**src/rtl/bpa_pkg.sv**
```systemverilog
package bpa_pkg;

  localparam logic [1:0] MODE_INIT  = 2'd0;
  localparam logic [1:0] MODE_ALLOC = 2'd1;
  localparam logic [1:0] MODE_FREE  = 2'd2;
  localparam logic [1:0] MODE_RSVD  = 2'd3;

  localparam logic [1:0] STAT_DONE = 2'd0;
  localparam logic [1:0] STAT_OOM  = 2'd1;
  localparam logic [1:0] STAT_REJ  = 2'd2;

  localparam logic CFG_START_IDX = 1'b0;
  localparam logic CFG_PAGES_IDX = 1'b1;

  localparam logic [20:0] PAGE_SPACE = 21'h100000;

  typedef struct packed {
    logic [1:0]  mode;
    logic [19:0] page_number;
    logic [3:0]  block_order;
  } bpa_in_t;

  typedef struct packed {
    logic [1:0]  status;
    logic [19:0] granted_page;
  } bpa_out_t;

  typedef enum logic [3:0] {
    ST_IDLE,
    ST_INIT,
    ST_IWALK,
    ST_ASRCH,
    ST_APOP,
    ST_ASPLIT,
    ST_FCHK,
    ST_FCMP,
    ST_FNXT,
    ST_FUNL,
    ST_FPUSH,
    ST_DONE
  } bpa_state_t;

  typedef enum logic [2:0] {
    LOP_NONE,
    LOP_CLEAR,
    LOP_PUSH,
    LOP_POP,
    LOP_DEC
  } bpa_lop_t;

  typedef struct packed {
    bpa_lop_t   op;
    logic [3:0] ord;
  } bpa_lcmd_t;

endpackage

```
**src/rtl/bpa_lists.sv**
```systemverilog
module bpa_lists
  import bpa_pkg::*;
#(
  parameter int NUM_PAGES = 1024,
  parameter int TOP_ORDER = 10
) (
  input  logic                           clk,
  input  logic                           rst_n,
  input  bpa_lcmd_t                      cmd,
  input  logic [$clog2(NUM_PAGES)-1:0]   data,
  output logic [$clog2(NUM_PAGES)-1:0]   head_o,
  output logic [$clog2(NUM_PAGES+1)-1:0] cnt_o
);

  localparam int OFFW = $clog2(NUM_PAGES);
  localparam int CNTW = $clog2(NUM_PAGES + 1);
  localparam int ORDW = $clog2(TOP_ORDER + 1);

  logic [OFFW-1:0] heads_r [TOP_ORDER+1];
  logic [CNTW-1:0] cnts_r  [TOP_ORDER+1];
  logic [ORDW-1:0] idx;
  logic            in_rng;

  assign idx    = cmd.ord[ORDW-1:0];
  assign in_rng = (32'(cmd.ord) <= TOP_ORDER);
  assign head_o = in_rng ? heads_r[idx] : '0;
  assign cnt_o  = in_rng ? cnts_r[idx] : '0;

  always_ff @(posedge clk) begin
    if (!rst_n || cmd.op == LOP_CLEAR) begin
      for (int i = 0; i <= TOP_ORDER; i++) begin
        heads_r[i] <= '0;
        cnts_r[i]  <= '0;
      end
    end else if (in_rng) begin
      case (cmd.op)
        LOP_PUSH: begin
          heads_r[idx] <= data;
          if (cnts_r[idx] < CNTW'(NUM_PAGES)) cnts_r[idx] <= cnts_r[idx] + 1'b1;
        end
        LOP_POP: begin
          heads_r[idx] <= data;
          cnts_r[idx]  <= cnts_r[idx] - 1'b1;
        end
        LOP_DEC: cnts_r[idx] <= cnts_r[idx] - 1'b1;
        default: ;
      endcase
    end
  end

endmodule

```
**config.mk**
```make
export PLATFORM = sky130hd
export DESIGN_NAME = bpa_lists
export DESIGN_NICKNAME = d
export VERILOG_FILES = /design/src/rtl/bpa_pkg.sv /design/src/rtl/bpa_lists.sv
export SDC_FILE = /design/constraint.sdc
export NUM_CORES = 1
export LEC_CHECK = 0
export ABC_AREA = 0
export BUFFER_PORTS_ARGS = -buffer_cell sky130_fd_sc_hd__buf_2
export CAP_MARGIN = 20
export CELL_PAD_IN_SITES_DETAIL_PLACEMENT = 1
export CELL_PAD_IN_SITES_GLOBAL_PLACEMENT = 2
export CORE_ASPECT_RATIO = 0.9
export CORE_UTILIZATION = 50
export CTS_BUF_LIST = sky130_fd_sc_hd__clkbuf_8
export DETAILED_ROUTE_END_ITERATION = 6
export PLACE_DENSITY_LB_ADDON = 0.1
export SYNTH_ARGS = -nofsm -noshare
export SYNTH_HDL_FRONTEND = slang
export SYNTH_SLANG_ARGS = --single-unit
```
**constraint.sdc**
```tcl
create_clock -name clk -period 5.35 [get_ports clk]
set_input_delay 0 -clock clk [delete_from_list [all_inputs] [get_ports clk]]
set_output_delay 0 -clock clk [all_outputs]
set_load 0.01 [all_outputs]
```
==> results.tsv <==
stage	metric	value	unit
die	die_h	154	um
clocking	post_cts_resized	0	
timing	slew_viol_final	0	
power	total_power	4940	uW
timing	setup_ws	1440	ps
timing	max_freq	256	MHz
clocking	root_buffer	clkbuf_8	
worst_setup_path	critPathKind	reg -> reg	
clocking	cts_hold_buffers	10	
synth	synthArstFlopShare	0	%
placed_design	post-place-ws	1020	ps
routing	drt_first_pass_iters	5	
power	power_density	339	mW/mm^2
grt	grt_pass1_vias	8636	
timing	tns	0	ps
clocking	clkTransAtPathRegs	60	ps
worst_setup_path	critPathMaxFanout	13	
die	die_area	0.0263	mm^2
grt	grt_max_degree	56	
job	drv_cap	0	
power	p_sw	1260	uW
placed_design	routabilityCongestion	0.879	
timing	layout_min_cycle_time	3910	ps
routing	drc	0	
timing	relSlewSlack	34.4	%
timing	tightest_slew	979	ps
die	coreArea	0.0252	mm^2
worst_hold_path	min_path_type	in -> reg	
final_layout	drive_gt1_share	20.2	%
status	status	finished, final reports clean	
routing	drtIter0Drc	753	
synth	ys_types	55	
clocking	clock_path_buffers	3	
final_layout	syn2layout_area_growth	13.6	%
synth	synth_edf_count	265	
routing	viasPerCell	5.90	
final_layout	num-nets-final	1048	
synth	synth_ff_type	edfxtp_1	
worst_setup_path	cp.required	5530	ps
worst_setup_path	cp.arrival	4080	ps
die	initial_core_util	51.0	%
clocking	cts_sinks	286	
synth	ys_seq_elements	286	
routing	routed_wl	36100	um
power	power_frac_seq	52.8	%
grt	overflow	0	
routing	ant_nets	0	
worst_setup_path	crit_family	simple AND/OR/NAND/NOR gates	
timing	worst_clock_skew	28.2	ps
timing	post-route-period-util	73.0	%
worst_setup_path	cp_common_cell	nand2_1	
clocking	cts_setup_buffers	0	
worst_setup_path	cp-end-kind	flip-flop	
clocking	tritoncts	built	
routing	vias	8263	
synth	seq_area_frac_synth	65.3	%
synth	avgSynthCellArea	14.1	um^2
synth	synthesis.area	0.0128	mm^2
placed_design	io_buffers	39	
die	ios	40	
power	pwr-share-comb	10.7	%
timing	rsz0062_at_grt	false	
die	row_count	55	
worst_setup_path	cp-start-kind	flip-flop	
worst_setup_path	critPathMaxStageDelay	710	ps
power	p_leak	0.00562	uW
timing	setup_viol	0	
power	vdd_drop_max	0.000215	V
clocking	worstSkewPairLatency	570	ps
timing	hold_violations	0	
grt	grt_antenna_before_repair	0	
synth	synth_warnings	0	
synth	synth_cells	908	
grt	track_usage	28.3	%
worst_setup_path	crit_chain	mux4_1 -> mux4_2 -> o41a_1 -> nor3_2 -> nand2_1 -> nand2_1	
routing	wire_per_inst	25.7	um
worst_setup_path	cpMaxStageDelayCell	o41a_1	
placed_design	dpl.hpwl	24500	um
final_layout	n_antenna_cell	0	
power	p_sw_share	25.5	%
clocking	numCtsBuffers	49	
die	die_w	171	um
power	p_int	3680	uW
clocking	cts-htree-levels	2	
worst_setup_path	cp_num_buf_inv	0	
final_layout	fill_cells	2492	
power	pwr-share-clk	36.5	%
grt	grt_pass1_wl	53600	um
[layout by cell type, fill, tap and decap left out, types with 2 or more instances in the layout]
master / count
nor3_1: 8
xnor2_1: 6
clkinv_1: 4
or2_2: 2
ha_1: 2
o22ai_1: 2
xnor2_2: 2
edfxtp_1: 265
a211oi_1: 2
dlygate4sd3_1: 10
nand2b_1: 4
or3_1: 2
nand3_1: 7
a31o_2: 4
mux4_2: 64
and3_1: 40
nor2_1: 157
and2_1: 33
conb_1: 55
nor3_2: 3
clkbuf_8: 52
nand2_1: 73
nor4_1: 2
o21ai_0: 28
a41oi_1: 2
buf_4: 34
buf_2: 37
inv_1: 34
xor2_1: 3
clkinv_2: 5
nor2b_1: 6
a22oi_1: 17
a21oi_1: 11
a21o_1: 2
nand4_1: 2
and3b_1: 2
o21a_1: 2
mux2i_1: 35
dfxtp_1: 21
[logic make-up (layout without fill, tap and decap cells)]
group | after synthesis | count (layout) | share of synthesized area [%]
AOI/OAI and AO/OA | 75 | 75 | 3.72
xor gates and xnor gates | 11 | 11 | 0.750
adders and majority gates | 2 | 2 | 0.195
buffers and inverters | 81 | 178 | 2.91
DFF | 286 | 286 | 65.3
muxes | 101 | 101 | 14.2
other | 1 | 55 | 0.0292
and+or+nand+nor | 351 | 351 | 12.9
[flip-flops by register name (all words and copies together), names as in the netlist]
| name | count |
|---|---|
| cnts_r | 176 |
| heads_r | 110 |
[final timing paths]
check / from / to / slack [ps] / depth (start not counted)
max: cnts_r[2][10]$_SDFFCE_PN0P_ / cnts_r[8][3]$_SDFFCE_PN0P_ / 1440 / 6
min: rst_n / heads_r[10][5]$_SDFFE_PP0P_ / 120 / 4
max reg2reg: cnts_r[2][10]$_SDFFCE_PN0P_ / cnts_r[8][3]$_SDFFCE_PN0P_ / 1440 / 6
min reg2reg: cnts_r[10][10]$_SDFFE_PP0P_ / cnts_r[10][10]$_SDFFE_PP0P_ / 490 / 2
[per-layer routing]
| layer | GRT usage [%] | up-vias | share of wire, % |
|---|---|---|---|
| li1 | - | 3563 | - |
| met1 | 42.3 | 4288 | 44 |
| met2 | 41.3 | 348 | 44 |
| met3 | 6.41 | 64 | 9.7 |
| met4 | 8.97 | 0 | 2.6 |
| met5 | 0 | - | 0 |
[worst reg2reg max path: cells and delay by family (launching register included)]
kind / cells / cell delay, ps
muxes: 2 / 1010
AOI/OAI and AO/OA: 1 / 710
and+or+nand+nor: 3 / 1380
DFF: 1 / 420
[power by group through the flow]
stage	registers (uW)	clock network, uW	logic (uW)
after floorplan	2630	0	316
after global placement	2650	0	503
after detailed placement	2650	0	512
after CTS	2610	1840	520
after global routing	2620	1920	560
final	2610	1810	529
[cell type report]
class	count	area, um^2	area share [%]
multi-input cells	595	4310	29.6
clock buffers	52	716	4.91
inverters	14	52.6	0.360
clock inverters	31	154	1.06
well taps	342	428	2.93
flip-flops and latches	286	8380	57.5
repair buffers	81	541	3.71
[Yosys cell counts (7+ instances only)]
cell	number	share of area (%)
and3_1	40	1.9
a22oi_1	17	0.99
edfxtp_1	265	62
nor2b_1	7	0.34
mux2i_1	35	2.7
a21oi_1	11	0.43
buf_1	9	0.26
xnor2_1	8	0.55
nand3_1	7	0.27
nor3_1	8	0.31
nor2_1	157	4.6
clkbuf_1	36	1.1
mux4_2	64	11
and2_1	33	1.6
buf_2	14	0.55
o21ai_0	28	1.1
nand2_1	73	2.1
dfxtp_1	21	3.3
inv_1	13	0.38
[metrics by stage]
stage / hold WS, ps / cells / area, um^2 / util [%]
finish: 121 / 1401 / 14600 / 57.9
global route: 111 / 1401 / 14600 / 57.9
CTS: 67.6 / 1398 / 14600 / 57.8
detailed placement: 429 / 1305 / 13600 / 53.9
global placement: 399 / 1305 / 13600 / 53.9
floorplan: 147 / 962 / 13000 / -
No activity file was read; power rests on OpenSTA's default activity.
